--- config.mk ---
export PLATFORM = sky130hd
export DESIGN_NAME = uvs_div_cell
export DESIGN_NICKNAME = d
export VERILOG_FILES = /design/src/design/uvs_div_cell.sv
export SDC_FILE = /design/constraint.sdc
export NUM_CORES = 1
export LEC_CHECK = 0
export BUFFER_PORTS_ARGS = -buffer_cell sky130_fd_sc_hd__buf_2
export CAP_MARGIN = 20
export CORE_UTILIZATION = 47
export CTS_CLUSTER_DIAMETER = 120
export DETAILED_ROUTE_END_ITERATION = 16
export PLACE_DENSITY = 0.92
export SLEW_MARGIN = 10
export SYNTH_ARGS = -nofsm -noshare
export SYNTH_HDL_FRONTEND = slang
export SYNTH_SLANG_ARGS = --single-unit
--- constraint.sdc ---
create_clock -name clk_i -period 5.4 [get_ports clk_i]
set_input_delay 0.54 -clock clk_i [delete_from_list [all_inputs] [get_ports clk_i]]
set_output_delay 0.54 -clock clk_i [all_outputs]
set_load 0.03 [all_outputs]
--- src/design/uvs_div_cell.sv ---
module uvs_div_cell #(
  parameter int DVD_W = 41,
  parameter int DV_W  = 10,
  parameter int QUO_W = 32
) (
  input  logic             clk_i,
  input  logic             en_i,
  input  logic [DV_W-1:0]  dv_i,
  input  logic [DV_W-1:0]  rem_i,
  input  logic [DVD_W-1:0] dvd_i,
  input  logic [QUO_W-1:0] quo_i,
  output logic [DV_W-1:0]  rem_o,
  output logic [DVD_W-1:0] dvd_o,
  output logic [QUO_W-1:0] quo_o
);

  logic [DV_W:0]  trial;
  logic [DV_W:0]  diff;
  logic           ge;

  assign trial = {rem_i, dvd_i[DVD_W-1]};
  assign ge    = trial >= {1'b0, dv_i};
  assign diff  = trial - {1'b0, dv_i};

  always_ff @(posedge clk_i) begin
    if (en_i) begin
      rem_o <= ge ? diff[DV_W-1:0] : trial[DV_W-1:0];
      dvd_o <= {dvd_i[DVD_W-2:0], 1'b0};
      quo_o <= {quo_i[QUO_W-2:0], ge};
    end
  end

endmodule

==> impl_metrics.csv <==
group,metric,value,unit
timing,tns,0,ns
final_layout,final_cell_area,4280,um2
detailed_routing,drt-pass1-iter-count,6,
synth,synthesis.area,3100,um2
critical_path,crit_arrival,2.42,ns
synth,ys_seq_area_share,79.5,%
power_and_ir_drop,internal_power,1.13,mW
critical_path,crit_path_end_kind,"flop",
power_and_ir_drop,peakVddDrop,0.252,mV
cts,cts_hold_buffers,0,
floorplan,std_cell_rows,29,
cts,postCtsSetupBuffers,0,
synth,synth_cell_types,34,
placement,dpl-instance-area,4060,um2
critical_path,crit_path_max_fanout,3,
power_and_ir_drop,p_clk_share,30.3,%
cts,cts_tree,"built",
final_layout,drive_above_1_share,57.9,%
synth,syn_nets,265,
timing,fin_crit_sh,43.4,%
timing,worstMarginPinSlew,0.995,ns
final_layout,fin_cells,426,
cts,clkSinkCount,82,
critical_path,crit_type,"primary input to flop",
hold_path,min_path_type,"primary input to flop",
placement,dp.cells,410,
critical_path,worstPathRequired,5.48,ns
final_layout,diodes,0,
synth,syn_avg_cell_area,19.5,um2
floorplan,core,6350,um2
detailed_routing,antenna_left,0,
final_layout,nets,450,
detailed_routing,vias_per_cell,4.83,
timing,fmax,427,MHz
floorplan,dieArea,6920,um2
power_and_ir_drop,p_seq_share,50.4,%
cts,clk_pin_slew,0.09,ns
timing,setup-violations-final,0,
cts,cts.repair.resized,0,
power_and_ir_drop,leakage,1.93,nW
placement,hpwl,5.18,mm
floorplan,start_util,48.8,%
floorplan,fp.dieW,83.2,um
critical_path,crit_end,"rem_o[8]",
critical_path,crit_path_start_kind,"primary input",
global_routing,grt_antenna_before_repair,0,
outcome,outcome,"finished clean",
job,max_cap_violations,0,
global_routing,grt_use_total,20.5,%
placement,place_ws,2.70,ns
timing,slew_violations,0,
timing,finalHoldViolCount,0,
timing,min_period,2.34,ns
synth,syn-instance-count,159,
cts,clk_path_buf_depth,2,
detailed_routing,drt-total-wl,6.90,mm
power_and_ir_drop,p_total,1.55,mW
timing,rsz0062_at_grt,"no",
timing,whs,0.365,ns
final_layout,syn_to_final_growth,38.2,%
global_routing,grt_max_degree,83,
global_routing,grt_pass1_vias,2042,
timing,fin_ws,3.06,ns
global_routing,grt_pass1_wl,10.6,mm
synth,yosysWarnings,0,
power_and_ir_drop,power_frac_comb,19.3,%
detailed_routing,wl_per_cell,16.2,um
placement,io_buffer_count,175,
cts,htreeDepth,3,
floorplan,chipHeight,83.2,um
floorplan,pin_count,178,
power_and_ir_drop,p_per_area,361,nW/um2
power_and_ir_drop,switchingPower,418,uW
detailed_routing,vias,2059,
detailed_routing,drtIter0Drc,74,
placement,globalplace.congestion,0.786,
cts,cts_made_buffers,9,
detailed_routing,drc_errors,0,
power_and_ir_drop,sw_frac_of_total,27.1,%
global_routing,grt-ovfl-total,0,
final_layout,fin_util,67.4,%
cts,cts_root_buffer,"clkbuf_8",
synth,synth_seq_cells,82,
critical_path,cp-startpoint,"dvd_i[40]",
timing,slew_headroom,33.7,%
Yosys cell counts:
library cell,count,area share [%]
nand2b_1,1,0.20
and3_1,1,0.20
nand3_1,1,0.16
nand3b_1,1,0.24
nand3_2,1,0.32
o21a_1,1,0.24
inv_4,1,0.20
nor4_1,2,0.40
nor2_1,3,0.36
ha_1,10,4.0
a21o_1,2,0.48
a2111oi_2,1,0.48
nand2_1,5,0.61
a211oi_1,1,0.24
xnor2_1,5,1.4
o31a_1,1,0.28
o31ai_1,1,0.24
buf_4,1,0.24
o211ai_1,1,0.24
inv_1,12,1.5
mux2i_1,1,0.32
fa_1,1,0.65
mux2_1,1,0.36
o21bai_1,1,0.24
edfxtp_1,82,80
a211oi_4,1,0.65
mux2_4,7,3.4
nor2b_1,1,0.20
xor2_1,2,0.57
o21ai_0,2,0.32
a21oi_1,5,0.81
o21a_4,1,0.48
a221oi_1,1,0.28
conb_1,1,0.12
cells by family after synthesis:
kind of cell,count (synthesis),share of synthesized area (%)
AOI/OAI and AO/OA,19,5.01
DFF,82,79.5
other,1,0.121
xor gates and xnor gates,7,1.98
buffers and inverters,14,1.90
and+or+nand+nor,16,2.71
adders and majority gates,11,4.69
muxes,9,4.08
worst min path at each step:
stage | startpoint | to | slack (ns) | cells after the start
after floorplan | dvd_i[9] | dvd_o[10] | 0.64 | 0
after CTS | quo_i[8] | quo_o[9] | 0.35 | 1
final | quo_i[8] | quo_o[9] | 0.37 | 1
after global placement | quo_i[2] | quo_o[3] | 0.72 | 1
after global routing | quo_i[8] | quo_o[9] | 0.34 | 1
after detailed placement | dvd_i[39] | dvd_o[40] | 0.72 | 1
worst max-delay path, stage by stage:
cell and delay, ns:
buf_2 0.09, inv_1 0.06, ha_1 0.16, inv_1 0.05
fa_1 0.42, a211oi_1 0.27, o21bai_1 0.15, a221oi_1 0.32
xnor2_1 0.10, mux2_4 0.26
state kept, by name (all words and copies together) (netlist names):
register,cells
dvd_o,40
quo_o,32
rem_o,10
placed cells by master (no fill, tap or decap), drive strengths merged:
master   netlist  final
ha            10     10
nand2b         1      1
xor2           2      2
xnor2          5      5
a21oi          5      5
a21o           2      2
nand2          5      5
edfxtp        82     82
bufinv         0      2
fa             1      1
nand3b         1      1
clkbuf         0      9
o31ai          1      1
o21a           2      2
nor2           3      3
o21ai          2      2
a2111oi        1      1
and3           1      1
conb           1      1
mux2i          1      1
o21bai         1      1
buf            1    175
inv           13     14
nor4           2      2
o211ai         1      1
clkinv         0      4
a221oi         1      1
nand3          2      2
nor2b          1      1
o31a           1      1
mux2           8      8
a211oi         2      2
cell type report:
class                   instances  area [um2]
flip-flops and latches         82        2460
fillers                       446        2070
repair buffers                175         878
multi-input cells              63         576
clock buffers                   9         124
well taps                      77        96.3
clock inverters                 7        91.3
inverters                      13        51.3
per-layer routing:
layer / global-route usage, % / vias to the layer above / wire, um
met3: 6.06 / 13 / 468
met4: 8.93 / 0 / 175
met1: 22.3 / 971 / 2570
met2: 36.7 / 103 / 3690
met5: 0 / - / 0
li1: - / 972 / -
power groups by stage:
stage / logic [mW] / registers, mW / clock network, mW
after floorplan: 0.0712 / 0.911 / 0
after global placement: 0.293 / 0.790 / 0
after detailed placement: 0.299 / 0.793 / 0
after CTS: 0.300 / 0.779 / 0.481
after global routing: 0.315 / 0.783 / 0.502
final: 0.298 / 0.778 / 0.469
Power figures use the tool's default switching activity.
